===== src/rtl/core/assert_macros.svh =====
// Assertion macros shared by the list controller and datapath.
// Depends on a clock named clock and a synchronous reset named reset in scope.
`ifndef ASSERT_MACROS_SVH
`define ASSERT_MACROS_SVH

// Check a property at every clock edge outside reset.
`define PLI_ASSERT(label, prop, msg) \
   label: assert property (@(posedge clock) disable iff (reset) prop) else $error(msg);

// Check that a condition at one edge implies another at the next edge.
`define PLI_ASSERT_NEXT(label, ante, cons, msg) \
   label: assert property (@(posedge clock) disable iff (reset) (ante) |=> (cons)) \
      else $error(msg);

`endif


===== src/rtl/core/pli_pkg.sv =====
// Package for the positional list: payload structs, codes, controller states
// and the command/status structs between controller and datapath. No dependencies.
`timescale 1ns / 1ps
`default_nettype none

package pli_pkg;

   localparam int LIST_DEPTH_DEFAULT = 64;
   localparam int KIND_WIDTH = 3;
   localparam int POS_WIDTH = 7;
   localparam int VALUE_WIDTH = 32;
   localparam int STATUS_WIDTH = 2;
   localparam int COUNT_WIDTH = 7;

   localparam logic [KIND_WIDTH-1:0] KIND_CLEAR = 3'd0;
   localparam logic [KIND_WIDTH-1:0] KIND_INSERT = 3'd1;
   localparam logic [KIND_WIDTH-1:0] KIND_DELETE = 3'd2;
   localparam logic [KIND_WIDTH-1:0] KIND_SEARCH = 3'd3;
   localparam logic [KIND_WIDTH-1:0] KIND_READ = 3'd4;

   localparam logic [STATUS_WIDTH-1:0] RSP_OK = 2'd0;
   localparam logic [STATUS_WIDTH-1:0] RSP_RANGE = 2'd1;
   localparam logic [STATUS_WIDTH-1:0] RSP_FULL = 2'd2;
   localparam logic [STATUS_WIDTH-1:0] RSP_NOT_FOUND = 2'd3;

   typedef struct packed {
      logic [KIND_WIDTH-1:0]         kind;
      logic [POS_WIDTH-1:0]          position;
      logic signed [VALUE_WIDTH-1:0] value;
   } req_type;

   typedef struct packed {
      logic [STATUS_WIDTH-1:0]       status;
      logic [POS_WIDTH-1:0]          found_position;
      logic signed [VALUE_WIDTH-1:0] read_value;
      logic [COUNT_WIDTH-1:0]        count;
   } rsp_type;

   typedef enum logic [3:0] {
      CS_IDLE,
      CS_DECODE,
      CS_SHIFT_UP,
      CS_DRAIN_UP,
      CS_PLACE,
      CS_SHIFT_DOWN,
      CS_DRAIN_DOWN,
      CS_SCAN,
      CS_FETCH,
      CS_FETCH_WAIT,
      CS_FINISH
   } ctl_state_type;

   typedef enum logic [2:0] {
      ADDR_HOLD,
      ADDR_TOP,
      ADDR_POS,
      ADDR_POS_M1,
      ADDR_ZERO,
      ADDR_INC,
      ADDR_DEC
   } addr_op_type;

   typedef enum logic [2:0] {
      RES_HOLD,
      RES_RANGE,
      RES_FULL,
      RES_NOT_FOUND,
      RES_FOUND,
      RES_READ
   } res_op_type;

   typedef struct packed {
      logic        load_req;
      logic        rd_en;
      logic        wr_up;
      logic        wr_down;
      logic        wr_place;
      logic        count_clear;
      logic        count_inc;
      logic        count_dec;
      logic        rsp_load;
      addr_op_type addr_op;
      res_op_type  res_op;
   } dp_cmd_type;

   typedef struct packed {
      logic [KIND_WIDTH-1:0] kind;
      logic                  full;
      logic                  empty;
      logic                  ins_ok;
      logic                  append;
      logic                  pos_ok;
      logic                  pos_top;
      logic                  at_floor;
      logic                  at_ceil;
      logic                  scan_last;
      logic                  hit;
      logic                  pend;
      logic                  rsp_free;
   } dp_status_type;

endpackage

`default_nettype wire


===== src/rtl/core/positional_list_insert_delete_search.sv =====
// Top level of the positional list: controller plus datapath.
// Depends on pli_pkg, pli_ctrl and pli_datapath.
//
//   channel   direction   handshake              payload
//   req       in          req_valid/req_ready    pli_pkg::req_type
//   rsp       out         rsp_valid/rsp_ready    pli_pkg::rsp_type
//
// One request at a time. Insert shifts the entries from position p up (none when
// appending), delete shifts them down (none for the last entry), search reads up to
// all n entries: the walk moves one entry per cycle through the single read port.
// The response register lets the next request start while a response waits.
// Synchronous active-high reset empties the list; entries are not cleared.
`timescale 1ns / 1ps
`default_nettype none

module positional_list_insert_delete_search #(
   parameter int LIST_DEPTH = pli_pkg::LIST_DEPTH_DEFAULT
) (
   input  wire logic              clock,
   input  wire logic              reset,
   input  wire logic              req_valid,
   output logic                   req_ready,
   input  wire pli_pkg::req_type  req_data,
   output logic                   rsp_valid,
   input  wire logic              rsp_ready,
   output pli_pkg::rsp_type       rsp_data
);
   import pli_pkg::*;

   dp_cmd_type    cmd;
   dp_status_type status;

   pli_ctrl u_ctrl (
      .clock     (clock),
      .reset     (reset),
      .req_valid (req_valid),
      .req_ready (req_ready),
      .status    (status),
      .cmd       (cmd)
   );

   pli_datapath #(
      .LIST_DEPTH (LIST_DEPTH)
   ) u_datapath (
      .clock     (clock),
      .reset     (reset),
      .req_data  (req_data),
      .rsp_data  (rsp_data),
      .rsp_valid (rsp_valid),
      .rsp_ready (rsp_ready),
      .cmd       (cmd),
      .status    (status)
   );

endmodule

`default_nettype wire


===== src/rtl/core/pli_datapath.sv =====
// Datapath of the positional list: entry memory, walk address, count,
// result and response registers. Depends on pli_pkg and assert_macros.svh.
`timescale 1ns / 1ps
`default_nettype none
`include "assert_macros.svh"

module pli_datapath #(
   parameter int LIST_DEPTH = pli_pkg::LIST_DEPTH_DEFAULT
) (
   input  wire logic                  clock,
   input  wire logic                  reset,
   input  wire pli_pkg::req_type      req_data,
   output pli_pkg::rsp_type           rsp_data,
   output logic                       rsp_valid,
   input  wire logic                  rsp_ready,
   input  wire pli_pkg::dp_cmd_type   cmd,
   output pli_pkg::dp_status_type     status
);
   import pli_pkg::*;

   localparam int AW = $clog2(LIST_DEPTH);
   localparam int CW = $clog2(LIST_DEPTH + 1);
   localparam int XW = ((CW > POS_WIDTH) ? CW : POS_WIDTH) + 1;
   localparam logic [CW-1:0] DEPTH_C = CW'(LIST_DEPTH);

   logic [VALUE_WIDTH-1:0]  entries_mem [LIST_DEPTH];

   req_type                 req_ff;
   logic [CW-1:0]           count_ff, count_in;
   logic [AW-1:0]           addr_ff, addr_in;
   logic [AW-1:0]           rd_addr_ff;
   logic                    pend_ff;
   logic [VALUE_WIDTH-1:0]  rd_data_ff;
   logic [STATUS_WIDTH-1:0] res_status_ff, res_status_in;
   logic [POS_WIDTH-1:0]    res_found_ff, res_found_in;
   logic [VALUE_WIDTH-1:0]  res_read_ff, res_read_in;
   rsp_type                 rsp_ff;
   logic                    rsp_valid_ff, rsp_valid_in;

   logic                    wr_en;
   logic [AW-1:0]           wr_addr;
   logic [VALUE_WIDTH-1:0]  wr_data;
   logic [XW-1:0]           pos_x, count_x, pos_m1_x;
   logic [CW-1:0]           count_m1;
   logic [AW:0]             found_sum;

   assign pos_x     = XW'(req_ff.position);
   assign count_x   = XW'(count_ff);
   assign pos_m1_x  = pos_x - XW'(1);
   assign count_m1  = count_ff - CW'(1);
   assign found_sum = {1'b0, rd_addr_ff} + (AW + 1)'(1);

   always_comb begin
      status.kind      = req_ff.kind;
      status.full      = (count_ff == DEPTH_C);
      status.empty     = (count_ff == '0);
      status.ins_ok    = (pos_x != '0) && (pos_x <= count_x + XW'(1));
      status.append    = (pos_x == count_x + XW'(1));
      status.pos_ok    = (pos_x != '0) && (pos_x <= count_x);
      status.pos_top   = (pos_x == count_x);
      status.at_floor  = (addr_ff == pos_m1_x[AW-1:0]);
      status.at_ceil   = (addr_ff == count_m1[AW-1:0]);
      status.scan_last = pend_ff && (rd_addr_ff == count_m1[AW-1:0]);
      status.hit       = pend_ff && (rd_data_ff == req_ff.value);
      status.pend      = pend_ff;
      status.rsp_free  = !rsp_valid_ff || rsp_ready;
   end

   always_comb begin
      case (cmd.addr_op)
         ADDR_TOP:    addr_in = count_m1[AW-1:0];
         ADDR_POS:    addr_in = pos_x[AW-1:0];
         ADDR_POS_M1: addr_in = pos_m1_x[AW-1:0];
         ADDR_ZERO:   addr_in = '0;
         ADDR_INC:    addr_in = addr_ff + AW'(1);
         ADDR_DEC:    addr_in = addr_ff - AW'(1);
         default:     addr_in = addr_ff;
      endcase
   end

   always_comb begin
      wr_en   = cmd.wr_up || cmd.wr_down || cmd.wr_place;
      wr_data = rd_data_ff;
      if (cmd.wr_place) begin
         wr_addr = pos_m1_x[AW-1:0];
         wr_data = req_ff.value;
      end else if (cmd.wr_up) begin
         wr_addr = rd_addr_ff + AW'(1);
      end else begin
         wr_addr = rd_addr_ff - AW'(1);
      end
   end

   always_comb begin
      if (cmd.count_clear) begin
         count_in = '0;
      end else if (cmd.count_inc) begin
         count_in = count_ff + CW'(1);
      end else if (cmd.count_dec) begin
         count_in = count_m1;
      end else begin
         count_in = count_ff;
      end
   end

   always_comb begin
      res_status_in = res_status_ff;
      res_found_in  = res_found_ff;
      res_read_in   = res_read_ff;
      if (cmd.load_req) begin
         res_status_in = RSP_OK;
         res_found_in  = '0;
         res_read_in   = '0;
      end else begin
         case (cmd.res_op)
            RES_RANGE:     res_status_in = RSP_RANGE;
            RES_FULL:      res_status_in = RSP_FULL;
            RES_NOT_FOUND: res_status_in = RSP_NOT_FOUND;
            RES_FOUND: begin
               res_status_in = RSP_OK;
               res_found_in  = POS_WIDTH'(found_sum);
            end
            RES_READ: begin
               res_status_in = RSP_OK;
               res_read_in   = rd_data_ff;
            end
            default: begin
               res_status_in = res_status_ff;
            end
         endcase
      end
   end

   assign rsp_valid_in = cmd.rsp_load || (rsp_valid_ff && !rsp_ready);

   always_ff @(posedge clock) begin
      if (wr_en) begin
         entries_mem[wr_addr] <= wr_data;
      end
      if (cmd.rd_en) begin
         rd_data_ff <= entries_mem[addr_ff];
         rd_addr_ff <= addr_ff;
      end
   end

   always_ff @(posedge clock) begin
      if (cmd.load_req) begin
         req_ff <= req_data;
      end
      addr_ff       <= addr_in;
      res_status_ff <= res_status_in;
      res_found_ff  <= res_found_in;
      res_read_ff   <= res_read_in;
      if (cmd.rsp_load) begin
         rsp_ff.status         <= res_status_ff;
         rsp_ff.found_position <= res_found_ff;
         rsp_ff.read_value     <= res_read_ff;
         rsp_ff.count          <= COUNT_WIDTH'(count_ff);
      end
   end

   always_ff @(posedge clock) begin
      if (reset) begin
         count_ff     <= '0;
         pend_ff      <= 1'b0;
         rsp_valid_ff <= 1'b0;
      end else begin
         count_ff     <= count_in;
         pend_ff      <= cmd.rd_en;
         rsp_valid_ff <= rsp_valid_in;
      end
   end

   assign rsp_data  = rsp_ff;
   assign rsp_valid = rsp_valid_ff;

   `PLI_ASSERT(a_one_writer, $onehot0({cmd.wr_up, cmd.wr_down, cmd.wr_place}), "two write sources")
   `PLI_ASSERT(a_rsp_slot, cmd.rsp_load |-> !rsp_valid_ff || rsp_ready, "response overwritten")
   `PLI_ASSERT(a_count_bound, count_ff <= DEPTH_C, "count beyond depth")
   `PLI_ASSERT_NEXT(a_count_hold, !cmd.count_clear && !cmd.count_inc && !cmd.count_dec, $stable(count_ff), "count moved without command")

endmodule

`default_nettype wire


===== src/rtl/core/pli_ctrl.sv =====
// Controller of the positional list: decodes each request and sequences
// the memory walks. Depends on pli_pkg and assert_macros.svh.
`timescale 1ns / 1ps
`default_nettype none
`include "assert_macros.svh"

module pli_ctrl (
   input  wire logic                   clock,
   input  wire logic                   reset,
   input  wire logic                   req_valid,
   output logic                        req_ready,
   input  wire pli_pkg::dp_status_type status,
   output pli_pkg::dp_cmd_type         cmd
);
   import pli_pkg::*;

   ctl_state_type state_ff, state_in;

   always_ff @(posedge clock) begin
      if (reset) begin
         state_ff <= CS_IDLE;
      end else begin
         state_ff <= state_in;
      end
   end

   always_comb begin
      state_in = state_ff;
      case (state_ff)
         CS_IDLE: begin
            if (req_valid) begin
               state_in = CS_DECODE;
            end
         end
         CS_DECODE: begin
            case (status.kind)
               KIND_INSERT: begin
                  if (status.full || !status.ins_ok) begin
                     state_in = CS_FINISH;
                  end else if (status.append) begin
                     state_in = CS_PLACE;
                  end else begin
                     state_in = CS_SHIFT_UP;
                  end
               end
               KIND_DELETE: begin
                  if (!status.pos_ok || status.pos_top) begin
                     state_in = CS_FINISH;
                  end else begin
                     state_in = CS_SHIFT_DOWN;
                  end
               end
               KIND_SEARCH: state_in = status.empty ? CS_FINISH : CS_SCAN;
               KIND_READ:   state_in = status.pos_ok ? CS_FETCH : CS_FINISH;
               default:     state_in = CS_FINISH;
            endcase
         end
         CS_SHIFT_UP: begin
            if (status.at_floor) begin
               state_in = CS_DRAIN_UP;
            end
         end
         CS_DRAIN_UP:   state_in = CS_PLACE;
         CS_PLACE:      state_in = CS_FINISH;
         CS_SHIFT_DOWN: begin
            if (status.at_ceil) begin
               state_in = CS_DRAIN_DOWN;
            end
         end
         CS_DRAIN_DOWN: state_in = CS_FINISH;
         CS_SCAN: begin
            if (status.hit || status.scan_last) begin
               state_in = CS_FINISH;
            end
         end
         CS_FETCH:      state_in = CS_FETCH_WAIT;
         CS_FETCH_WAIT: state_in = CS_FINISH;
         CS_FINISH: begin
            if (status.rsp_free) begin
               state_in = CS_IDLE;
            end
         end
         default:       state_in = CS_IDLE;
      endcase
   end

   always_comb begin
      req_ready   = 1'b0;
      cmd         = '0;
      cmd.addr_op = ADDR_HOLD;
      cmd.res_op  = RES_HOLD;
      case (state_ff)
         CS_IDLE: begin
            req_ready    = 1'b1;
            cmd.load_req = req_valid;
         end
         CS_DECODE: begin
            case (status.kind)
               KIND_CLEAR: cmd.count_clear = 1'b1;
               KIND_INSERT: begin
                  if (status.full) begin
                     cmd.res_op = RES_FULL;
                  end else if (!status.ins_ok) begin
                     cmd.res_op = RES_RANGE;
                  end else if (!status.append) begin
                     cmd.addr_op = ADDR_TOP;
                  end
               end
               KIND_DELETE: begin
                  if (!status.pos_ok) begin
                     cmd.res_op = RES_RANGE;
                  end else if (status.pos_top) begin
                     cmd.count_dec = 1'b1;
                  end else begin
                     cmd.addr_op = ADDR_POS;
                  end
               end
               KIND_SEARCH: begin
                  if (status.empty) begin
                     cmd.res_op = RES_NOT_FOUND;
                  end else begin
                     cmd.addr_op = ADDR_ZERO;
                  end
               end
               KIND_READ: begin
                  if (status.pos_ok) begin
                     cmd.addr_op = ADDR_POS_M1;
                  end else begin
                     cmd.res_op = RES_RANGE;
                  end
               end
               default: cmd.res_op = RES_HOLD;
            endcase
         end
         CS_SHIFT_UP: begin
            cmd.rd_en   = 1'b1;
            cmd.addr_op = ADDR_DEC;
            cmd.wr_up   = status.pend;
         end
         CS_DRAIN_UP: cmd.wr_up = 1'b1;
         CS_PLACE: begin
            cmd.wr_place  = 1'b1;
            cmd.count_inc = 1'b1;
         end
         CS_SHIFT_DOWN: begin
            cmd.rd_en   = 1'b1;
            cmd.addr_op = ADDR_INC;
            cmd.wr_down = status.pend;
         end
         CS_DRAIN_DOWN: begin
            cmd.wr_down   = 1'b1;
            cmd.count_dec = 1'b1;
         end
         CS_SCAN: begin
            if (status.hit) begin
               cmd.res_op = RES_FOUND;
            end else if (status.scan_last) begin
               cmd.res_op = RES_NOT_FOUND;
            end else begin
               cmd.rd_en   = 1'b1;
               cmd.addr_op = ADDR_INC;
            end
         end
         CS_FETCH:      cmd.rd_en = 1'b1;
         CS_FETCH_WAIT: cmd.res_op = RES_READ;
         CS_FINISH:     cmd.rsp_load = status.rsp_free;
         default:       req_ready = 1'b0;
      endcase
   end

   `PLI_ASSERT_NEXT(a_accept_decode, req_valid && req_ready, state_ff == CS_DECODE, "accept without decode")
   `PLI_ASSERT_NEXT(a_finish_hold, state_ff == CS_FINISH && !status.rsp_free, state_ff == CS_FINISH, "left finish while response blocked")

endmodule

`default_nettype wire


===== config.mk =====
export PLATFORM = sky130hd
export DESIGN_NAME = positional_list_insert_delete_search
export DESIGN_NICKNAME = d
export VERILOG_FILES = /design/src/rtl/core/pli_pkg.sv /design/src/rtl/core/positional_list_insert_delete_search.sv /design/src/rtl/core/pli_datapath.sv /design/src/rtl/core/pli_ctrl.sv
export VERILOG_INCLUDE_DIRS = /design/src /design/src/rtl/core
export SDC_FILE = /design/constraint.sdc
export NUM_CORES = 2
export LEC_CHECK = 0
export BUFFER_PORTS_ARGS = -buffer_cell sky130_fd_sc_hd__buf_4
export CAP_MARGIN = 10
export CORE_MARGIN = 4
export CORE_UTILIZATION = 60
export DETAILED_ROUTE_END_ITERATION = 10
export PLACE_DENSITY = 0.76
export SLEW_MARGIN = 20
export SYNTH_ARGS = -nofsm -noshare
export SYNTH_HDL_FRONTEND = slang
export SYNTH_SLANG_ARGS = --single-unit
export TNS_END_PERCENT = 20

===== constraint.sdc =====
create_clock -name clock -period 13.1 [get_ports clock]
set_input_delay 2.62 -clock clock [delete_from_list [all_inputs] [get_ports clock]]
set_output_delay 2.62 -clock clock [all_outputs]
set_load 0.005 [all_outputs]

# After elaboration in Yosys (flattened, before gate mapping)
# Memories as Yosys holds them, arrays and structs flattened. A register that Yosys moved wholly into a read port is not among the register bits.
# Cells that the tools add are included.
op_classes:
  add_sub_neg: 9
  order_cmp: 2
  n_eq_ne: 37
  muxes: 55
  reduce_logical: 29
ops:
  columns: ["operator", "n"]
  rows:
  - ["one-hot mux 4 bit (9 select lines)", 1]
  - ["one-hot mux 6 bit (6 select lines)", 1]
  - ["== test 32 bit", 1]
  - ["two-way mux 32 bit", 1]
  - ["two-way mux 4 bit", 8]
  - ["one-hot mux 3 bit (4 select lines)", 2]
  - ["two-way mux 3 bit", 7]
  - ["== test 3 x 2 -> 1 bit, second input constant", 6]
  - ["== test 3 bit, second input constant", 6]
  - ["== test 6 bit", 3]
  - ["two-way mux 1 bit", 18]
  - ["one-hot mux 3 bit (3 select lines)", 2]
  - ["subtractor 6 x 1 -> 6 bit, second input constant", 3]
  - ["== test 4 x 3 -> 1 bit, second input constant", 4]
  - ["one-hot mux 4 bit (4 select lines)", 1]
  - ["two-way mux 7 bit", 2]
  - ["adder 6 x 1 -> 6 bit, second input constant", 2]
  - ["== test 4 bit, second input constant", 3]
  - ["two-way mux 6 bit", 2]
  - ["two-way mux 2 bit", 5]
  - ["== test 3 x 1 -> 1 bit, second input constant", 3]
  - ["adder 7 x 1 -> 8 bit, second input constant", 1]
  - ["== test 4 x 2 -> 1 bit, second input constant", 2]
  - ["== test 7 x 8 -> 1 bit", 1]
  - ["other kinds (25)", 47]
word_totals:
  reg_bits: 156
  ram_bits: 2048
  input_bits: 46
  out_inout_bits: 50
  mem_count: 1
memory_table:
  columns: ["name", "words", "word_bits", "read_ports", "rd_clocked_by_memory_dff", "write_ports", "line_no", "text"]
  rows:
  - ["u_datapath.entries_mem", 64, 32, 1, 1, 1, "pli_datapath.sv:26", "logic [VALUE_WIDTH-1:0] entries_mem [LIST_DEPTH];"]

# Logic depth before layout (Yosys ltp)
logic_depth:
  word_depth: 10
  mapped_depth: 14
  ltp_nobuf: 13

# Modules after synthesis
# A second synthesis with hierarchy kept.
hier_totals:
  cells_unflattened: 4231
  hier_area_um2: 87443.9
by_module_without_submodules:
  columns: ["mod", "n_inst", "cells_per_inst", "area_each_um2"]
  rows:
  - ["pli_datapath", 1, 4121, 86686.9]
  - ["pli_ctrl", 1, 110, 757.0]

# Worst setup path before layout
# OpenSTA, ideal clock, no wires.
synth_path:
  kind: "input to register"
  start: "in rsp_ready"
  end: "reg u_datapath.rsp_ff (netlist bit u_datapath.rsp_data[0]), enable pin"
  setup_ps: 459
  arrival_ps: 4902
  t_required_ps: 12641
  slack_ps: 7739
  cell_stages: 2
  path_buffers: 0
  path_cell_list: "nand2b_1 nor2b_1"
synth_rtl:
  columns: ["element", "line_no", "text"]
  rows:
  - ["start: declaration", "positional_list_insert_delete_search.sv:25", "input wire logic rsp_ready,"]
  - ["end: declaration", "pli_datapath.sv:37", "rsp_type rsp_ff;"]

# Worst setup path in the final report
layout_path:
  start: "reg u_ctrl.state_ff[2]"
  end: "mem u_datapath.entries_mem[41][3], enable pin"
layout_between:
  elab_chain_cells: 6
  word_cells_on_any_way: 14
  classes_between: "5 x eq/ne; 7 x mux; 2 x reduce/logical"
layout_rtl:
  columns: ["element", "line_no", "text"]
  rows:
  - ["start: declaration", "pli_ctrl.sv:17", "ctl_state_type state_ff, state_in;"]
  - ["start signal: assignment", "pli_ctrl.sv:23", "state_ff <= state_in;"]
  - ["== test 4 x 2 -> 1 bit or == test 4 x 3 -> 1 bit (tied branches)", "pli_ctrl.sv:92", "case (state_ff)"]
  - ["one-hot mux 1 bit (2 select lines)", "pli_ctrl.sv:92", null]
  - ["logical OR 1 bit (2 in series)", "pli_datapath.sv:82", "wr_en = cmd.wr_up || cmd.wr_down || cmd.wr_place;"]
  - ["two-way mux 1 bit", "pli_datapath.sv:137", "if (wr_en) begin"]
  - ["two-way mux 1 bit (implied by the code)", "pli_datapath.sv:138", "entries_mem[wr_addr] <= wr_data;"]
  - ["end: declaration", "pli_datapath.sv:26", null]
# Parallel ways exist; a longest one is shown, timed or not.

==> metrics list <==
- For this design the ratio of total power to cell area is 225 nW/um^2.
- The number of max-slew violations in the final report was 0.
- Total overflow reported by the global router: 0
* Proportion of power drawn by flip-flops and latches: 44.8%
- The worst hold path belongs to the class register to register.
- Hold Vio Cnt, Final: 0
- Required arrival time at the worst endpoint: 13.60 ns
* Post-detailed-placement cell area: 90800 sq um
- Registers take 66600 sq um.
- Dominant cells by area after synthesis: sky130_fd_sc_hd__edfxtp_1 (76%), sky130_fd_sc_hd__mux4_2 (17%), sky130_fd_sc_hd__dfxtp_1 (1.2%), sky130_fd_sc_hd__nand2_1 (0.93%), sky130_fd_sc_hd__xnor2_1 (0.64%)
- In this run the static leakage power is 30.8 nW.
* Sinks on Clock Net: 2236
- Number of instances on the worst hold path: 0
- Total Wirelength: 229000 um
* Compound-cell area share of the yosys netlist: slightly above 1%
- Static timing analysis puts the maximum clock frequency at 0.179 GHz.
- Routability-driven placement finished with a final weighted congestion of 0.877.
- Mux share of post-synthesis cell area: 17.5%
* Average wire per standard cell: 37.2 um
- Arithmetic-cell share of the synthesized area counting full adders, half adders and majority gates: 0.451%
- Number of standard cells after synthesis: 3824
* Initial antenna violation count: 17
- For this run, the total global-route usage over all layers was measured as 30.9%.
* Std cell rows: ~140
* Largest fanout on the critical path: 19
- The number of clock buffers added by TritonCTS is 211.
* Worst Min Path Start: u_datapath.res_read_ff[14]
- In this run, the combinational gates consume between 20 and 30% of the power.
- Synth Net Count: 3900
- Switching part of the total: a little under a third
- In this run, post-CTS repair resized a total of 0 instances.
- Final-layout setup total negative slack: 0 ns
- By instance count, the cell type seen most on the critical path is sky130_fd_sc_hd__a21oi_1.
* Final layout net count: 4147
- Total Power: about 22 mW
- For this configuration, the core starts out at a cell density of 60.3%.
- Summing all multi-input logic gate instances after layout gives 19600 sq um.
- Final setup violating endpoints: 0
- Final instance area: 97800 sq um
- Die area: 150000 sq um
- Clk slew on worst S/H paths: around 0.060 ns
* DRC violations left: 0
* Area share of the largest cell type after synthesis: 75.7%
- Arrival time reported for the critical path endpoint: just over 6 ns
- Maximum number of pins on one net before global-route repair: 152
- The clock network is responsible for 28.1% of the overall power.
- In the synthesized netlist the dominant register cell turns out to be sky130_fd_sc_hd__edfxtp_1.
- Layout overhead on the synthesized area: 13.0%
* Number of cells on the worst reg-to-reg path: 13
- In this run the tightest slew margin relative to its limit is around 17%.
- After Yosys synthesis, and, or, nand and nor cells account for under 10% of the synthesized area.
* Count of TritonRoute iterations in the first routing pass: 6
- After synthesis, the mean cell area works out to 22.6 sq um.
- Setup repair after global routing left no endpoint under its margin.
- Category of cells accounting for the largest share of critical-path delay: simple AND/OR/NAND/NOR gates
- Buffering stage count on the worst path with inverters included: 2
* Area of the mapped netlist: just under 90000 sq um
- IR analysis of the VDD net gives a maximum drop of between 200 and 250 uV.
- In this run the count of I/O pins placed on the die edge is 96.
- Largest stage delay on the critical path: 0.79 ns
- The HPWL after detailed placement is 124000 um.
- Clock tree synthesis selected as its root buffer the cell sky130_fd_sc_hd__clkbuf_16.
- Of the available clock period, the critical path in the final layout requires 42.6%.
- The largest total area in the synthesized netlist belongs to sky130_fd_sc_hd__edfxtp_1.
- Count of flip-flops with a built-in enable after synthesis: 2182
- Run status: complete, no violations
* Final min period: around 5.6 ns
* Iteration-0 DRC Markers: a little over 7000
- The synthesized netlist contains between 60 and 70 unique library cells.
* Async set-reset flop share out of synthesis: 0%
- Clock latency on the worst-skew pair, taken at its later pin, is 0.84 ns.
* Number of stages on the worst setup path: 13
- The first global-routing pass estimated 328000 um of wire.
* Worst-path cell with the longest stage delay: sky130_fd_sc_hd__nor2_4
* Post-CTS setup buffers: 0
- Number of vias in the routed layout: roughly 43000
- Total of flip-flops plus latches after synthesis: 2236
* Depth of the CTS H-tree: 4
- Most common cell in the synthesized netlist: sky130_fd_sc_hd__edfxtp_1
* Via-per-instance ratio: ~7
- By count the netlist is led by sky130_fd_sc_hd__edfxtp_1 (2182), sky130_fd_sc_hd__mux4_2 (662), sky130_fd_sc_hd__nand2_1 (215).
- Of the synthesized area, sequential elements account for slightly below 80%.
- The layout has 8314 filler cells.
- Height of the die: 388 um
- Port Buf Inserts: 95
- Xor/xnor share of the synthesized area: less than 1%
- Ratio of cells with drive above 1 in the final layout: 30.3%
- Detail Route Antenna Nets: 0
- Clk_skew: between 0.03 and 0.04 ns
- After synthesis, the largest family of logic cells by area is multiplexers.
- Actual transition at the worst max-transition pin: 1.25 ns
- Cell-internal power: 15.1 mW
- CP startpoint: u_ctrl.state_ff[2]
- Placeable core region: 143000 sq um
- TritonCTS built the clock tree.
* Switching Power: 6.96 mW
- Critical path endpoint category: register
- In this run the horizontal extent of the chip is approximately 390 um.
* CP Cell Sequence: or2b_1 -> nor3_1 -> inv_1 -> ha_1 -> a21o_1 -> a21oi_1 -> o21bai_1 -> a21oi_1 -> xor2_1 -> mux2i_1 -> nand2_1 -> nor2_4 -> buf_4
- Clk buf depth: 3
* Crit path launch type: register
- Number of global-route vias before repair: about 43000
- In this run the critical register-to-register path is launched from u_ctrl.state_ff[2].
- Number of buffers inserted for hold repair after clock tree synthesis: 0
- Max-capacitance violation count: 0
- Worst-case hold slack: around 0.42 ns
- The worst setup path is of the register to register kind.
* Number of synthesis warnings: 0
==> stage by stage <==
stage / cells / utilization [%] / worst slack, ns
3_5_place_dp: 5761 / 63.3 / 7.88
2_1_floorplan: 3824 / - / 7.74
6_report: 6161 / 68.2 / 7.52
4_1_cts: 6154 / 68.1 / 7.63
5_1_grt: 6154 / 68.1 / 7.34
3_3_place_gp: 5736 / 62.9 / 7.92
==> cells in the final DEF (no fill, tap or decap), types with 43 or more instances in the layout <==
| cell type | instances |
|---|---|
| sky130_fd_sc_hd__clkbuf_16 | 216 |
| sky130_fd_sc_hd__clkinv_1 | 44 |
| sky130_fd_sc_hd__edfxtp_1 | 2182 |
| sky130_fd_sc_hd__xnor2_1 | 63 |
| sky130_fd_sc_hd__a21oi_1 | 62 |
| sky130_fd_sc_hd__nor2_4 | 64 |
| sky130_fd_sc_hd__nand2_1 | 206 |
| sky130_fd_sc_hd__buf_4 | 195 |
| sky130_fd_sc_hd__mux4_2 | 662 |
| sky130_fd_sc_hd__clkbuf_1 | 43 |
| sky130_fd_sc_hd__dfxtp_1 | 54 |
| sky130_fd_sc_hd__nor2_1 | 47 |
==> cells by family after synthesis <==
| family | after synthesis |
|---|---|
| flip-flops | 2236 |
| multiplexers | 688 |
| AND/OR/NAND/NOR | 424 |
| buffers and inverters | 217 |
| AO/OA/AOI/OAI | 146 |
| XOR/XNOR | 83 |
| adder cells (fa/ha/maj) | 30 |
==> routing by layer <==
| layer | global-route usage, % | vias up | share of wire (%) |
|---|---|---|---|
| li1 | - | 16562 | - |
| met1 | 43.7 | 22583 | 35 |
| met2 | 47.3 | 3478 | 48 |
| met3 | 8.69 | 468 | 13 |
| met4 | 11.2 | 6 | 3.8 |
| met5 | 0 | - | 0.017 |
==> area by class of cell <==
cell class | instances | share of cell area [%]
sequential | 2236 | 68.1
multi-input combinational | 1371 | 20.0
clock buffer | 265 | 5.78
tap | 1903 | 2.43
timing repair buffer | 224 | 2.21
clock inverter | 128 | 1.34
inverter | 27 | 0.104
antenna | 7 | 0.0179
==> power groups by stage <==
stage                     sequential, mW  clock, mW  combinational (mW)
after floorplan                     9.82          0                3.53
after global placement              9.97          0                5.62
after detailed placement            9.99          0                5.78
after CTS                           9.85       6.23                5.90
after global routing                9.89       6.57                6.23
final                               9.87       6.19                5.96
==> sequential cells by signal, summed over array words and instances (netlist names) <==
| register | count |
|---|---|
| u_datapath.rd_data_ff | 32 |
| u_datapath.res_status_ff | 2 |
| u_ctrl.state_ff | 4 |
| u_datapath.rsp_valid | 1 |
| u_datapath.pos_x | 7 |
| u_datapath.res_read_ff | 32 |
| u_datapath.addr_ff | 6 |
| u_datapath.rsp_data | 48 |
| u_datapath.req_ff | 32 |
| u_datapath.status | 3 |
| u_datapath.rd_addr_ff | 6 |
| u_datapath.entries_mem | 2048 |
| u_datapath.count_ff | 7 |
| u_datapath.pend_ff | 1 |
| u_datapath.res_found_ff | 7 |
==> worst register-to-register path: stages (launching register included) <==
cell and delay (ns):
sky130_fd_sc_hd__dfxtp_1 0.44, sky130_fd_sc_hd__or2b_1 0.30, sky130_fd_sc_hd__nor3_1 0.50, sky130_fd_sc_hd__inv_1 0.25, sky130_fd_sc_hd__ha_1 0.33, sky130_fd_sc_hd__a21o_1 0.18
sky130_fd_sc_hd__a21oi_1 0.26, sky130_fd_sc_hd__o21bai_1 0.12, sky130_fd_sc_hd__a21oi_1 0.21, sky130_fd_sc_hd__xor2_1 0.13, sky130_fd_sc_hd__mux2i_1 0.55, sky130_fd_sc_hd__nand2_1 0.68
sky130_fd_sc_hd__nor2_4 0.80, sky130_fd_sc_hd__buf_4 0.46
==> final timing paths <==
check | slack, ns | end
max reg2reg | 7.52 | u_datapath.entries_mem[41][3]
max | 7.52 | u_datapath.entries_mem[41][3]
min | 0.42 | u_datapath.rsp_data[21]
min reg2reg | 0.42 | u_datapath.rsp_data[21]
Power figures use the tool's default switching activity.
